--- config.mk ---
export PLATFORM = sky130hd
export DESIGN_NAME = gps_ctrl
export DESIGN_NICKNAME = d
export VERILOG_FILES = /design/src/rtl/gps_pkg.sv /design/src/rtl/gps_ctrl.sv
export SDC_FILE = /design/constraint.sdc
export NUM_CORES = 1
export LEC_CHECK = 0
export ABC_CLOCK_PERIOD_IN_PS = 2100
export BUFFER_PORTS_ARGS = -buffer_cell sky130_fd_sc_hd__clkbuf_2
export CORE_MARGIN = 4
export CORE_UTILIZATION = 45
export CTS_CLUSTER_DIAMETER = 30
export CTS_CLUSTER_SIZE = 12
export DETAILED_ROUTE_END_ITERATION = 10
export PLACE_DENSITY = 0.74
export SETUP_SLACK_MARGIN = 0.5
export SLEW_MARGIN = 0
export SYNTH_ARGS = -nofsm -noshare
export SYNTH_HDL_FRONTEND = slang
export SYNTH_SLANG_ARGS = --single-unit
--- constraint.sdc ---
create_clock -name i_clk -period 2.1 [get_ports i_clk]
set_input_delay 0.105 -clock i_clk [delete_from_list [all_inputs] [get_ports i_clk]]
set_output_delay 0.105 -clock i_clk [all_outputs]
set_load 0.005 [all_outputs]
--- src/rtl/gps_pkg.sv ---
// Shared types and constants for the granular pitch shifter.
// Used by every module under rtl except gps_ram; depends on nothing else.
`default_nettype none

package gps_pkg;

    // Default sizing
    localparam int BUF_DEPTH_DEF      = 32768;
    localparam int SAMPLE_BITS_DEF    = 24;
    localparam int WINDOW_ENTRIES_DEF = 1024;

    // Configuration port
    localparam int APB_AW = 5;
    localparam int APB_DW = 32;

    typedef enum logic [2:0] {
        REG_PITCH_RATE   = 3'd0,
        REG_GRAIN_LENGTH = 3'd1,
        REG_DENSITY      = 3'd2,
        REG_INPUT_GAIN   = 3'd3,
        REG_WET_MIX      = 3'd4
    } t_reg_idx;

    // Register reset values
    localparam logic [17:0] PITCH_RST   = 18'd65536;
    localparam logic [14:0] LENGTH_RST  = 15'd2880;
    localparam logic [15:0] DENSITY_RST = 16'd39322;
    localparam logic [16:0] GAIN_RST    = 17'd65536;
    localparam logic [16:0] MIX_RST     = 17'd32768;

    localparam logic [16:0] ONE_Q16   = 17'h10000;
    localparam logic [14:0] MIN_GRAIN = 15'd64;

    // Respawn generator
    localparam logic [31:0] LCG_RST = 32'd305419896;
    localparam logic [31:0] LCG_MUL = 32'd1664525;
    localparam logic [31:0] LCG_ADD = 32'd1013904223;

    // Effective settings seen by the datapath
    typedef struct packed {
        logic [17:0] rate;
        logic [14:0] len;
        logic [15:0] density;
        logic [16:0] gain;
        logic [16:0] mix;
    } t_cfg;

    // Controller to datapath
    typedef struct packed {
        logic clear;
        logic take;
        logic gain;
        logic write;
        logic rd0;
        logic rd1;
        logic interp;
        logic sum;
        logic win;
        logic wet;
        logic wetr;
        logic mix;
        logic phase;
        logic lcg;
        logic sp1;
        logic sp2;
        logic sp3;
        logic load_out;
    } t_cmd;

    // Datapath to controller
    typedef struct packed {
        logic clr_last;
        logic div_done;
        logic respawn;
        logic out_busy;
    } t_status;

endpackage

`default_nettype wire

--- src/rtl/gps_ctrl.sv ---
// Sequencer for the pitch shifter: clearing pass, then one request at a time.
// Depends on gps_pkg; drives the datapath through t_cmd, watches t_status.
`default_nettype none

module gps_ctrl (
    input  wire logic             i_clk,
    input  wire logic             i_rst_n,
    input  wire logic             i_in_valid,
    output logic                  o_in_ready,
    input  wire gps_pkg::t_status i_status,
    output gps_pkg::t_cmd         o_cmd
);
    import gps_pkg::*;

    typedef enum logic [19:0] {
        ST_CLEAR  = 20'h00001,
        ST_IDLE   = 20'h00002,
        ST_GAIN   = 20'h00004,
        ST_WRITE  = 20'h00008,
        ST_RD0    = 20'h00010,
        ST_RD1    = 20'h00020,
        ST_INTERP = 20'h00040,
        ST_SUM    = 20'h00080,
        ST_DIVW   = 20'h00100,
        ST_WIN    = 20'h00200,
        ST_WET    = 20'h00400,
        ST_WETR   = 20'h00800,
        ST_MIX    = 20'h01000,
        ST_PHASE  = 20'h02000,
        ST_CHECK  = 20'h04000,
        ST_LCG    = 20'h08000,
        ST_SP1    = 20'h10000,
        ST_SP2    = 20'h20000,
        ST_SP3    = 20'h40000,
        ST_OUT    = 20'h80000
    } t_state;

    t_state r_state;
    t_state n_state;

    always_ff @(posedge i_clk) begin
        if (!i_rst_n) begin
            r_state <= ST_CLEAR;
        end else begin
            r_state <= n_state;
        end
    end

    // Next state and commands
    always_comb begin
        n_state    = r_state;
        o_cmd      = '0;
        o_in_ready = 1'b0;
        unique case (r_state)
            ST_CLEAR: begin
                o_cmd.clear = 1'b1;
                if (i_status.clr_last) n_state = ST_IDLE;
            end
            ST_IDLE: begin
                o_in_ready = 1'b1;
                if (i_in_valid) begin
                    o_cmd.take = 1'b1;
                    n_state    = ST_GAIN;
                end
            end
            ST_GAIN: begin
                o_cmd.gain = 1'b1;
                n_state    = ST_WRITE;
            end
            ST_WRITE: begin
                o_cmd.write = 1'b1;
                n_state     = ST_RD0;
            end
            ST_RD0: begin
                o_cmd.rd0 = 1'b1;
                n_state   = ST_RD1;
            end
            ST_RD1: begin
                o_cmd.rd1 = 1'b1;
                n_state   = ST_INTERP;
            end
            ST_INTERP: begin
                o_cmd.interp = 1'b1;
                n_state      = ST_SUM;
            end
            ST_SUM: begin
                o_cmd.sum = 1'b1;
                n_state   = ST_DIVW;
            end
            ST_DIVW: begin
                if (i_status.div_done) n_state = ST_WIN;
            end
            ST_WIN: begin
                o_cmd.win = 1'b1;
                n_state   = ST_WET;
            end
            ST_WET: begin
                o_cmd.wet = 1'b1;
                n_state   = ST_WETR;
            end
            ST_WETR: begin
                o_cmd.wetr = 1'b1;
                n_state    = ST_MIX;
            end
            ST_MIX: begin
                o_cmd.mix = 1'b1;
                n_state   = ST_PHASE;
            end
            ST_PHASE: begin
                o_cmd.phase = 1'b1;
                n_state     = ST_CHECK;
            end
            ST_CHECK: begin
                n_state = i_status.respawn ? ST_LCG : ST_OUT;
            end
            ST_LCG: begin
                o_cmd.lcg = 1'b1;
                n_state   = ST_SP1;
            end
            ST_SP1: begin
                o_cmd.sp1 = 1'b1;
                n_state   = ST_SP2;
            end
            ST_SP2: begin
                o_cmd.sp2 = 1'b1;
                n_state   = ST_SP3;
            end
            ST_SP3: begin
                o_cmd.sp3 = 1'b1;
                n_state   = ST_OUT;
            end
            ST_OUT: begin
                // hold until the output register is free
                if (!i_status.out_busy) begin
                    o_cmd.load_out = 1'b1;
                    n_state        = ST_IDLE;
                end
            end
            default: n_state = ST_CLEAR;
        endcase
    end

endmodule

`default_nettype wire

==> results.json <==
{
  "synth_compound_area_frac": 0.0791,
  "via_per_inst": 6.00,
  "post_drt_wl_per_cell_um": 20.3,
  "cap_violations": 0,
  "io_buffers": 25,
  "syn_to_final_growth_pct": 78.6,
  "dp_hpwl_um": 2480,
  "synth_area_leader_cell": "dfxtp_1",
  "insertion_delay_ns": 0.31,
  "slew_headroom": 0.694,
  "outcome": "finished, violations left",
  "synthXorXnorAreaFrac": 0.0479,
  "crit_fanout": 3,
  "critPathBufInv": 2,
  "cts.sinks": 20,
  "pin_count": 26,
  "endpoint_kind": "output pin",
  "hold_path.class": "in -> reg",
  "stdcell_count": 260,
  "core_mm2": 0.00273,
  "synthTopCellsByCount": "20 x dfxtp_1, 14 x nor2_1, 12 x nor3_1, 10 x nand2_1, 8 x and2_1",
  "track_usage": 0.260,
  "dieArea_mm2": 0.00377,
  "root_buffer": "clkbuf_4",
  "ys_seq_area_frac": 0.313,
  "cts_buffers": 3,
  "internal-power_w": 0.000687,
  "yosysMostFrequentCell": "dfxtp_1",
  "endpoint": "o_cmd[11]",
  "grt_pass1_vias": 1508,
  "syn_nets": 149,
  "switchingPower_w": 0.000366,
  "drt-total-wl_um": 5280,
  "synth_edf_count": 0,
  "synthMuxAreaShare": 0,
  "seqPwrFrac": 0.374,
  "switching_share": 0.347,
  "cts_tree": "built",
  "finalCriticalPeriod_ns": 2.20,
  "holdBufCountCts": 0,
  "pwr-share-clk": 0.177,
  "crit_path_start_kind": "flip-flop",
  "die_x_um": 61.4,
  "rows": 19,
  "final_hold_viol_count": 0,
  "ys_async_sr_fraction": 0,
  "antenna_cells": 0,
  "critical_path_class": "reg -> out",
  "setup_viol": 2,
  "synth_top_flop_cell": "dfxtp_1",
  "max_stage_delay_ns": 0.37,
  "synth_top_cell_area_share": 0.313,
  "rsz0062_at_grt": "true",
  "htree_levels": 1,
  "critical-path-top-delay-family": "simple AND/OR/NAND/NOR gates",
  "r2r_end": "r_state[6]",
  "worstRegToRegCells": 9,
  "first_pass_iters": 4,
  "syn_area_mm2": 0.00128,
  "die_h_um": 61.4,
  "synth_area_leaders": "dfxtp_1 31%, nor4_4 6.6%, nor3_1 4.7%",
  "slew_violations": 0,
  "nets": 238,
  "place.gp.congestion": 0.884,
  "power_density_mw_per_mm2": 460,
  "final.setup.worst_slack_ns": -0.0969,
  "synthSimpleGateAreaFrac": 0.533,
  "ys_warn_count": 0,
  "antenna_found_initial": 0,
  "p_leak_nw": 0.980,
  "critPathSlowestCell": "dfxtp_4",
  "regMostFlops": "r_state",
  "synth_seq_cells": 20,
  "synth_top_family_by_area": "simple AND/OR/NAND/NOR gates",
  "grt_max_degree": 14,
  "max_freq_ghz": 0.455,
  "dp.cells": 200,
  "ant_nets": 0,
  "syn_inst": 142,
  "cts_buffer_depth": 2,
  "drive_gt1_frac": 0.686,
  "cts.clk_slew.worst_paths_ns": 0.12,
  "grt-ovfl-total": 0,
  "skew_ns": 0.0107,
  "reg2reg_from": "r_state[14]",
  "p_comb_frac": 0.449,
  "final_util": 0.837,
  "violations": "setup timing",
  "synth_fa_ha_area_frac": 0,
  "largest_register_ffs": 20,
  "crit_required_ns": 2.00,
  "drc": 0,
  "drt_iter0_markers": 188,
  "yosysUniqueCellTypes": 44,
  "place_ws_ns": 0.121,
  "startpoint": "r_state[14]",
  "grt_pass1_wl_um": 7110,
  "worstMarginPinSlew_ns": 0.455,
  "vias": 1561,
  "start_util": 0.469,
  "arrival_ns": 2.09,
  "ff2ff_setup_slack_ns": 0.04,
  "critical_path_depth": 6,
  "min_period_over_period": 1.05,
  "vdd.ir_drop.worst_uv": 418,
  "avgSynthCellArea_um2": 9.02,
  "top_regs": "r_state x20",
  "total_power_w": 0.00105,
  "crit_chain": "nor4_4, buf_4, nand4_4, or3_4, nor3b_1, clkbuf_2"
}
-- tightest hold or removal path, cell delays in order --
cell and delay (ns):
clkbuf_2 0.10, nand2_1 0.05, nor4_1 0.04
-- area by class of cell --
type / instances / area, µm²
fillers: 141 / 445
clock buffers: 3 / 22.5
inverters: 1 / 3.75
repair buffers: 90 / 673
well taps: 31 / 38.8
flip-flops and latches: 20 / 458
multi-input cells: 115 / 1090
-- timing repair --
action,in CTS,in global routing
setup buffers,39,18
endpoints found under the hold margin,0,0
pin swaps,26,16
endpoints found under the setup margin,37,38
gates resized for setup,51,41
-- metrics by stage --
stage / hold WS, ns / cell area (µm²) / TNS [ns]
2_1_floorplan: 0.224 / 1370 / 0
3_3_place_gp: 0.328 / 1550 / 0
3_5_place_dp: 0.345 / 1550 / 0
4_1_cts: 0.0189 / 2020 / 0
5_1_grt: 0.0261 / 2290 / -0.991
6_report: 0.0171 / 2290 / -0.111
-- layout by cell type (no fill, tap or decap), types with 3 or more instances in the layout --
master / instances
nor2_2: 3
nand3b_1: 3
buf_2: 10
buf_6: 16
nor4_1: 4
dfxtp_4: 14
nor4_4: 6
nor2_1: 10
buf_4: 49
nor3_2: 4
nand2_4: 3
o21ai_0: 3
and2_1: 7
nand2b_1: 4
nand4_1: 3
nand2_1: 6
clkbuf_2: 15
clkbuf_4: 3
xor2_1: 5
nor3_1: 6
dfxtp_2: 4
nor3_4: 3
-- metal layers --
layer  part of all wire  wire length [µm]  track usage
met5                  0                 0            0
met4              0.023               124        0.112
met3              0.056               297       0.0587
met2               0.51              2680        0.465
met1               0.41              2190        0.295
-- power groups by stage --
stage | logic (W) | registers (W) | clock network [W]
2_1_floorplan | 0.000184 | 0.000407 | 0
3_3_place_gp | 0.000233 | 0.000413 | 0
3_5_place_dp | 0.000239 | 0.000414 | 0
4_1_cts | 0.000357 | 0.000393 | 0.000178
5_1_grt | 0.000502 | 0.000395 | 0.000205
6_report | 0.000473 | 0.000393 | 0.000186
-- cells by family after synthesis --
group | Yosys count
AND/OR/NAND/NOR | 95
buffers and inverters | 7
XOR/XNOR | 7
flip-flops | 20
AO/OA/AOI/OAI | 13
-- worst min path at each step --
stage	start	to	depth (start not counted)
floorplan	i_status[2]	r_state[9]	2
global placement	i_status[2]	r_state[9]	3
detailed placement	i_status[2]	r_state[9]	3
CTS	i_status[2]	r_state[9]	3
global route	i_status[2]	r_state[9]	3
finish	i_status[2]	r_state[9]	3
(Power assumes the default switching activity.)
