==> src/rtl/gps_pkg.sv <==
// Shared types and constants for the granular pitch shifter.
// Used by every module under rtl except gps_ram; depends on nothing else.
`default_nettype none

package gps_pkg;

    // Default sizing
    localparam int BUF_DEPTH_DEF      = 32768;
    localparam int SAMPLE_BITS_DEF    = 24;
    localparam int WINDOW_ENTRIES_DEF = 1024;

    // Configuration port
    localparam int APB_AW = 5;
    localparam int APB_DW = 32;

    typedef enum logic [2:0] {
        REG_PITCH_RATE   = 3'd0,
        REG_GRAIN_LENGTH = 3'd1,
        REG_DENSITY      = 3'd2,
        REG_INPUT_GAIN   = 3'd3,
        REG_WET_MIX      = 3'd4
    } t_reg_idx;

    // Register reset values
    localparam logic [17:0] PITCH_RST   = 18'd65536;
    localparam logic [14:0] LENGTH_RST  = 15'd2880;
    localparam logic [15:0] DENSITY_RST = 16'd39322;
    localparam logic [16:0] GAIN_RST    = 17'd65536;
    localparam logic [16:0] MIX_RST     = 17'd32768;

    localparam logic [16:0] ONE_Q16   = 17'h10000;
    localparam logic [14:0] MIN_GRAIN = 15'd64;

    // Respawn generator
    localparam logic [31:0] LCG_RST = 32'd305419896;
    localparam logic [31:0] LCG_MUL = 32'd1664525;
    localparam logic [31:0] LCG_ADD = 32'd1013904223;

    // Effective settings seen by the datapath
    typedef struct packed {
        logic [17:0] rate;
        logic [14:0] len;
        logic [15:0] density;
        logic [16:0] gain;
        logic [16:0] mix;
    } t_cfg;

    // Controller to datapath
    typedef struct packed {
        logic clear;
        logic take;
        logic gain;
        logic write;
        logic rd0;
        logic rd1;
        logic interp;
        logic sum;
        logic win;
        logic wet;
        logic wetr;
        logic mix;
        logic phase;
        logic lcg;
        logic sp1;
        logic sp2;
        logic sp3;
        logic load_out;
    } t_cmd;

    // Datapath to controller
    typedef struct packed {
        logic clr_last;
        logic div_done;
        logic respawn;
        logic out_busy;
    } t_status;

endpackage

`default_nettype wire

==> src/rtl/gps_cfg.sv <==
// APB register file for the pitch shifter settings, with range clamps.
// Depends on gps_pkg.
`default_nettype none

module gps_cfg #(
    parameter int BUF_DEPTH = gps_pkg::BUF_DEPTH_DEF
) (
    input  wire logic                       i_clk,
    input  wire logic                       i_rst_n,
    input  wire logic                       psel,
    input  wire logic                       penable,
    input  wire logic                       pwrite,
    input  wire logic [gps_pkg::APB_AW-1:0] paddr,
    input  wire logic [gps_pkg::APB_DW-1:0] pwdata,
    output logic      [gps_pkg::APB_DW-1:0] prdata,
    output logic                            pready,
    output gps_pkg::t_cfg                   o_cfg
);
    import gps_pkg::*;

    localparam logic [14:0] MAX_GRAIN = 15'(BUF_DEPTH - 4);

    logic [17:0] r_rate;
    logic [14:0] r_len;
    logic [15:0] r_density;
    logic [16:0] r_gain;
    logic [16:0] r_mix;
    t_reg_idx    idx;
    logic        wr_en;

    assign idx    = t_reg_idx'(paddr[APB_AW-1:2]);
    assign wr_en  = psel && penable && pwrite;
    assign pready = 1'b1;

    // Register writes
    always_ff @(posedge i_clk) begin
        if (!i_rst_n) begin
            r_rate    <= PITCH_RST;
            r_len     <= LENGTH_RST;
            r_density <= DENSITY_RST;
            r_gain    <= GAIN_RST;
            r_mix     <= MIX_RST;
        end else if (wr_en) begin
            unique case (idx)
                REG_PITCH_RATE:   r_rate    <= pwdata[17:0];
                REG_GRAIN_LENGTH: r_len     <= pwdata[14:0];
                REG_DENSITY:      r_density <= pwdata[15:0];
                REG_INPUT_GAIN:   r_gain    <= pwdata[16:0];
                REG_WET_MIX:      r_mix     <= pwdata[16:0];
                default: ;
            endcase
        end
    end

    // Read back
    always_comb begin
        unique case (idx)
            REG_PITCH_RATE:   prdata = APB_DW'(r_rate);
            REG_GRAIN_LENGTH: prdata = APB_DW'(r_len);
            REG_DENSITY:      prdata = APB_DW'(r_density);
            REG_INPUT_GAIN:   prdata = APB_DW'(r_gain);
            REG_WET_MIX:      prdata = APB_DW'(r_mix);
            default:          prdata = '0;
        endcase
    end

    // Clamp length into the usable range and gains to one
    always_comb begin
        o_cfg.rate    = r_rate;
        o_cfg.density = r_density;
        if (r_len < MIN_GRAIN) begin
            o_cfg.len = MIN_GRAIN;
        end else if (r_len > MAX_GRAIN) begin
            o_cfg.len = MAX_GRAIN;
        end else begin
            o_cfg.len = r_len;
        end
        o_cfg.gain = (r_gain > ONE_Q16) ? ONE_Q16 : r_gain;
        o_cfg.mix  = (r_mix > ONE_Q16) ? ONE_Q16 : r_mix;
    end

endmodule

`default_nettype wire

==> config.mk <==
export PLATFORM = sky130hd
export DESIGN_NAME = gps_cfg
export DESIGN_NICKNAME = d
export VERILOG_FILES = /design/src/rtl/gps_pkg.sv /design/src/rtl/gps_cfg.sv
export SDC_FILE = /design/constraint.sdc
export NUM_CORES = 1
export LEC_CHECK = 0
export BUFFER_PORTS_ARGS = -buffer_cell sky130_fd_sc_hd__buf_4
export CORE_MARGIN = 2
export CORE_UTILIZATION = 30
export DETAILED_ROUTE_END_ITERATION = 8
export SLEW_MARGIN = 20
export SYNTH_ARGS = -nofsm -noshare
export SYNTH_HDL_FRONTEND = slang
export SYNTH_SLANG_ARGS = --single-unit
==> constraint.sdc <==
create_clock -name i_clk -period 1.3 [get_ports i_clk]
set_input_delay 0.065 -clock i_clk [delete_from_list [all_inputs] [get_ports i_clk]]
set_output_delay 0.065 -clock i_clk [all_outputs]
set_load 0.005 [all_outputs]
==> results of run 1 <==
==> power by group through the flow <==
stage	clock network (mW)	registers, mW	logic (mW)
floorplan	0	2.64	0.335
global placement	0	2.64	0.623
finish	2.72	2.58	0.771
detailed placement	0	2.64	0.627
CTS	2.73	2.58	0.724
global route	2.84	2.58	0.813
==> Yosys cell counts, drive strengths merged (2+ instances only) <==
library cell	instances	area (µm²)
nor2	5	28.78
nand2b	4	25.02
o211ai	13	97.59
nor3	2	10.01
mux2i	98	980.9
a41oi	2	17.52
nand3	2	10.01
o31ai	4	30.03
nor4	10	62.56
dfxtp	83	1662
o21ai	9	45.04
buf	31	245.2
conb	2	7.510
or3	2	12.51
nor2b	36	225.2
and3b	2	17.52
clkbuf	27	101.4
a2bb2oi	14	122.6
nand4	3	25.02
inv	13	48.80
and2	4	25.02
nand2	87	326.6
o22ai	16	100.1
==> registers in the layout, summed over array words and instances, names as in the netlist <==
register,count
r_mix,17
r_density,16
r_gain,17
r_len,15
r_rate,18
==> layer usage <==
layer | vias to the layer above | wire [µm]
li1 | 2033 | -
met1 | 2067 | 7088
met3 | 23 | 845
met2 | 157 | 7860
met4 | 0 | 344
met5 | - | 0
==> repair_timing <==
action | CTS | global route
cloned | 1 | 0
hold buffers | 2 | 0
endpoints found under the hold margin | 2 | 0
setup buffers | 18 | 2
endpoints found under the setup margin | 44 | 45
pin swaps | 25 | 13
resized for setup | 117 | 59
==> stage by stage <==
stage	total power [mW]	hold WS, ps	TNS (ps)
after CTS	6.037	2.619	-10980
after detailed placement	3.264	341.3	-4034
final	6.077	3.625	-11340
after floorplan	2.972	207.1	0
after global placement	3.260	333.2	-4163
after global routing	6.239	7.209	-13460
==> tightest hold or removal path: stages <==
cell and delay, ps:
buf_4 110, inv_1 40, o211ai_1 80
==> area by class of cell <==
| class | instances | area [µm²] | share of cell area (%) |
|---|---|---|---|
| multi-input combinational | 338 | 2869 | 40.39 |
| timing repair buffer | 229 | 1931 | 27.18 |
| sequential | 83 | 1719 | 24.20 |
| clock buffer | 11 | 232.7 | 3.276 |
| tap | 180 | 225.2 | 3.171 |
| clock inverter | 5 | 77.57 | 1.092 |
| inverter | 13 | 48.80 | 0.6870 |
==> final timing paths <==
path	startpoint	to
hold reg to reg	r_density[5]$_SDFFE_PN0P_	r_density[5]$_SDFFE_PN0P_
setup / recovery	r_gain[15]$_SDFFE_PN0P_	o_cfg[25]
setup reg to reg	r_density[3]$_SDFFE_PN1P_	r_density[3]$_SDFFE_PN1P_
hold / removal	pwdata[6]	r_len[6]$_SDFFE_PN1P_
==> cells by family after synthesis <==
family / count (synthesis) / synth area share [%]
mux: 100 / 23.41
other cells: 2 / 0.1732
buf+inv: 71 / 9.120
compound gates: 62 / 10.22
flops: 83 / 38.33
simple gates: 161 / 18.76
==> results.tsv, run 1 <==
stage	metric	value	unit
run_status	outcome	finished, violations left	
run_status	failing checks	setup timing	
power	Pwr Density	855.5	mW/mm²
global_routing	GRT Overall Usage	20.21	%
global_routing	GR Layer Usage met1	26.75	%
cts	Max clock buf depth	2	
setup_path	delay of the slowest critical-path stage	340	ps
setup_path	critical path launch point type	flop	
setup_path	slowest CP cell	dfxtp_2	
synthesis	yosys warns	0	
cells_and_area	most frequent cells in the layout	193 x buf_4, 87 x nand2_1, 82 x mux2i_1, 41 x dfxtp_1, 40 x dfxtp_2	
cells_and_area	Ant. Diodes	0	
setup_path	critical path peak fanout	5	
placement	Placed Instances	824	
timing	Slew headroom	66.57	%
setup_path	crit end category	output port	
cts	CTS tree	done	
power	Combinational Power Share	12.7	%
power	IR drop worst, VDD	0.6073	mV
cells_and_area	non-filler cells in the finished layout	859	
cells_and_area	Fill cells	1294	
global_routing	GR peak layer	met2	
power	clock share of power	44.8	%
cts	Num CTS Buffers	9	
routing	DR vias	4280	
timing	Max Slew Vio Count	0	
placement	I/O Buffers	126	
placement	DPL Wire Length	11930	µm
routing	routed wire length	16140	µm
cts	CTS Sinks	83	
cells_and_area	final net count	716	
placement	Area after DPL	0.005952	mm²
synthesis	number of synthesized flops with an enable pin	0	
synthesis	asr flop ratio synth	0	%
setup_path	Worst Path Arrival	1700	ps
cts	clock slew at reported path FFs	60	ps
cells_and_area	commonest non-fill, non-tap cell in the layout	buf_4	
setup_path	Worst path most repeated cell	buf_6	
global_routing	met3 Usage GRT	3.442	%
global_routing	vias in the first global route	4376	
timing	final setup margin	-469.7	ps
routing	Post-DRT Antenna Nets	0	
setup_path	delay-heaviest family, CP	buffers and inverters	
routing	Routed WL per cell	18.79	µm
floorplan	Top Ports	158	
timing	FMAX	565.1	MHz
timing	RSZ-0062 raised after global routing	true	
timing	Least-Margin Pin Slew	501.4	ps
floorplan	core box area	0.01399	mm²
power	switching share of power	24.21	%
setup_path	buffers and inverters on the worst path	3	
setup_path	Levels on crit path	6	
setup_path	Critical Path RT	1240	ps
routing	DR pass1 iterations	4	
cells_and_area	Layout Utilization	50.78	%
global_routing	antenna violations before repair	0	
power	switching pwr	1.471	mW
global_routing	met2 usage	33.17	%
cells_and_area	layout cell share with drive strength beyond 1	54.49	%
global_routing	first-pass GRT wire length	24610	µm
global_routing	grt ovf	0	
setup_path	Cell Chain, Critical Path	nor4_4, buf_4, a41oi_4, buf_6, nor2b_4, buf_6	
run	max cap viols	0	
floorplan	Die ar.	0.01543	mm²
routing	vias per inst	4.983	
routing	DR DRC count	0	
hold_path	Hold Path Class	in2reg	
timing	setup violators final	43	
floorplan	Rows	43	
synthesis	ys flop type	dfxtp_1	
synthesis	post-synthesis sequential area ratio	38.33	%
floorplan	Initial Utilization	30.99	%
synthesis	FF+latch count, synth	83	
cells_and_area	design area	0.007103	mm²
setup_path	R2R depth	4	
routing	drt first-iter violations	222	
floorplan	DIE HEIGHT	124.2	µm
synthesis	unique cell type count in the Yosys netlist	39	
synthesis	Cell Area, Synth	0.004335	mm²
cells_and_area	synth-to-layout area growth	63.84	%
setup_path	kind of critical path	reg2out	
timing	fin crit period	1770	ps
synthesis	mean post-synth cell area	9.051	µm²
timing	crit share post-route	136.1	%
hold_path	Hold Path Depth	3	
power	Reg power frac	42.5	%
cts	H-Tree Depth	3	
setup_path	r2r setup slk	430	ps
timing	Hold Vio Cnt, Final	0	
cts	Root Driver	clkbuf_16	
power	Lkg Pwr	3.192	nW
global_routing	largest net degree at the start of global routing	32	
placement	pre-CTS WS	-280.9	ps
floorplan	Die X	124.2	µm
placement	Final GP Congestion	0.8938	
cts	Skew-Pair Late Insertion Delay	340	ps
power	Internal	4.605	mW
synthesis	Gate Count Post-Synth	479	
timing	Max Clock Skew	0	ps
No activity file was read; power rests on OpenSTA's default activity.
==> run 2: changes to the inputs <==
--- a/config.mk
+++ b/config.mk
@@ -7,8 +7,9 @@
 export LEC_CHECK = 0
 export BUFFER_PORTS_ARGS = -buffer_cell sky130_fd_sc_hd__buf_4
 export CORE_MARGIN = 2
-export CORE_UTILIZATION = 30
+export CORE_UTILIZATION = 45
 export DETAILED_ROUTE_END_ITERATION = 8
+export PLACE_DENSITY = 0.77
 export SLEW_MARGIN = 20
 export SYNTH_ARGS = -nofsm -noshare
 export SYNTH_HDL_FRONTEND = slang
==> run 2 against run 1 <==
- worst hold slack improved by 4.2 ps
- clock skew unchanged
- largest cell class unchanged
- via count increased by 7.8%
- critical path type unchanged
- fmax decreased by 0.13%
- final cell count decreased by 5.7%
- the flow still finishes with violations (setup timing)
==> results.tsv, run 2 (synthesis results as in run 1) <==
stage	metric	value	unit
power	clock share of power	35.5	%
timing	Least-Margin Pin Slew	534.9	ps
floorplan	Rows	35	
global_routing	GRT Overall Usage	29.94	%
setup_path	critical path launch point type	flop	
timing	Max Clock Skew	0	ps
cts	CTS tree	done	
setup_path	Worst Path Arrival	1710	ps
cts	Skew-Pair Late Insertion Delay	340	ps
placement	I/O Buffers	126	
setup_path	Cell Chain, Critical Path	nor4_4, a41oi_2, buf_4, nor2b_1, buf_4	
setup_path	kind of critical path	reg2out	
timing	Slew headroom	64.34	%
global_routing	first-pass GRT wire length	23810	µm
run	max cap viols	0	
power	IR drop worst, VDD	0.6260	mV
cells_and_area	max reg flops	18	
placement	Placed Instances	769	
cells_and_area	non-filler cells in the finished layout	810	
setup_path	critical path peak fanout	3	
cts	H-Tree Depth	3	
floorplan	Top Ports	158	
cells_and_area	design area	0.006734	mm²
floorplan	DIE HEIGHT	102.2	µm
setup_path	delay-heaviest family, CP	simple AND/OR/NAND/NOR gates	
run_status	failing checks	setup timing	
cells_and_area	commonest non-fill, non-tap cell in the layout	buf_4	
global_routing	antenna violations before repair	0	
floorplan	Die X	102.2	µm
cts	Num CTS Buffers	9	
timing	final setup margin	-472.1	ps
power	Lkg Pwr	3.137	nW
timing	crit share post-route	136.3	%
timing	RSZ-0062 raised after global routing	true	
power	switching share of power	26.54	%
timing	Hold Vio Cnt, Final	0	
power	switching pwr	1.357	mW
setup_path	Worst path most repeated cell	buf_4	
routing	DR DRC count	0	
cells_and_area	Largest regs	r_rate x18, r_gain x17, r_mix x17	
cells_and_area	final net count	719	
cells_and_area	most frequent cells in the layout	214 x buf_4, 88 x mux2i_1, 87 x nand2_1, 44 x dfxtp_2, 33 x dfxtp_1	
routing	DR vias	4614	
timing	setup violators final	43	
setup_path	slowest CP cell	nor4_4	
global_routing	grt ovf	0	
placement	pre-CTS WS	-157.5	ps
power	Reg power frac	50.3	%
floorplan	Initial Utilization	46.70	%
placement	DPL Wire Length	10640	µm
routing	Post-DRT Antenna Nets	0	
cells_and_area	synth-to-layout area growth	55.32	%
setup_path	crit end category	output port	
setup_path	Critical Path RT	1240	ps
power	Internal	3.756	mW
cts	CTS Sinks	83	
routing	vias per inst	5.696	
cts	clock slew at reported path FFs	80	ps
placement	Area after DPL	0.005821	mm²
hold_path	hold_sp	pwdata[4]	
cells_and_area	layout cell share with drive strength beyond 1	54.04	%
routing	drt first-iter violations	224	
setup_path	buffers and inverters on the worst path	2	
routing	Routed WL per cell	19.93	µm
timing	Post-Route Setup TNS	-11390	ps
cts	Root Driver	clkbuf_8	
floorplan	core box area	0.009284	mm²
setup_path	crit path from	r_mix[1]$_SDFFE_PN0P_	
timing	WHS	7.835	ps
power	Combinational Power Share	14.2	%
setup_path	Critical R2R Launch	r_mix[15]$_SDFFE_PN1P_	
cells_and_area	most flop-heavy register	r_rate	
global_routing	vias in the first global route	4440	
power	Pwr Density	759.3	mW/mm²
global_routing	largest net degree at the start of global routing	33	
placement	Final GP Congestion	0.8722	
routing	DR pass1 iterations	6	
cts	Max clock buf depth	2	
cells_and_area	Ant. Diodes	0	
setup_path	delay of the slowest critical-path stage	370	ps
timing	FMAX	564.3	MHz
hold_path	Hold Path Class	in2reg	
timing	Max Slew Vio Count	0	
routing	routed wire length	16140	µm
run_status	outcome	finished, violations left	
timing	fin crit period	1772	ps
floorplan	Die ar.	0.01044	mm²
## run 2: power by group through the flow
stage / logic, mW / registers [mW] / clock network (mW)
after global routing: 0.762 / 2.57 / 1.90
final: 0.728 / 2.57 / 1.81
after global placement: 0.590 / 2.64 / 0
after detailed placement: 0.599 / 2.64 / 0
after floorplan: 0.335 / 2.64 / 0
after CTS: 0.663 / 2.57 / 1.80
## run 2: final timing paths
check                                                  to  slack, ps  depth (start not counted)
worst max-delay path                            o_cfg[12]       -470                          5
worst min register to register    r_rate[11]$_SDFFE_PN0P_        490                          2
worst min-delay path            r_density[4]$_SDFFE_PN1P_          8                          3
worst max register to register     r_mix[15]$_SDFFE_PN1P_        430                          2
## run 2: stage by stage
stage                     utilization [%]  total power, mW
after global placement              62.70            3.226
after detailed placement            62.70            3.237
after CTS                           70.11            5.036
final                               72.53            5.113
after floorplan                         -            2.972
after global routing                72.53            5.234
## run 2: routing by layer
metal  vias up  track usage [%]  wire [µm]
met5         -                0          0
met1      2274            37.84       6547
li1       2030                -          -
met3        44            5.198       1158
met2       266            49.90       7874
met4         0            13.95        561
## run 2: area by class of cell
class	instances	area [µm²]
Multi-Input combinational cell	338	2748
Fill cell	668	2550
Timing Repair Buffer	232	1856
Sequential cell	83	1739
Tap cell	129	161.4
Clock buffer	9	123.9
Clock inverter	6	57.56
Inverter	13	48.80
## run 2: repair_timing
item,in CTS,in global routing
hold buffers,5,0
endpoints found under the setup margin,44,44
pin swaps,23,17
hold endpoints to repair,5,0
setup buffers,18,3
resized for setup,90,50
## run 2: tightest hold or removal path: stages
cell,delay [ps]
buf_4,110
inv_1,40
o211ai_1,80
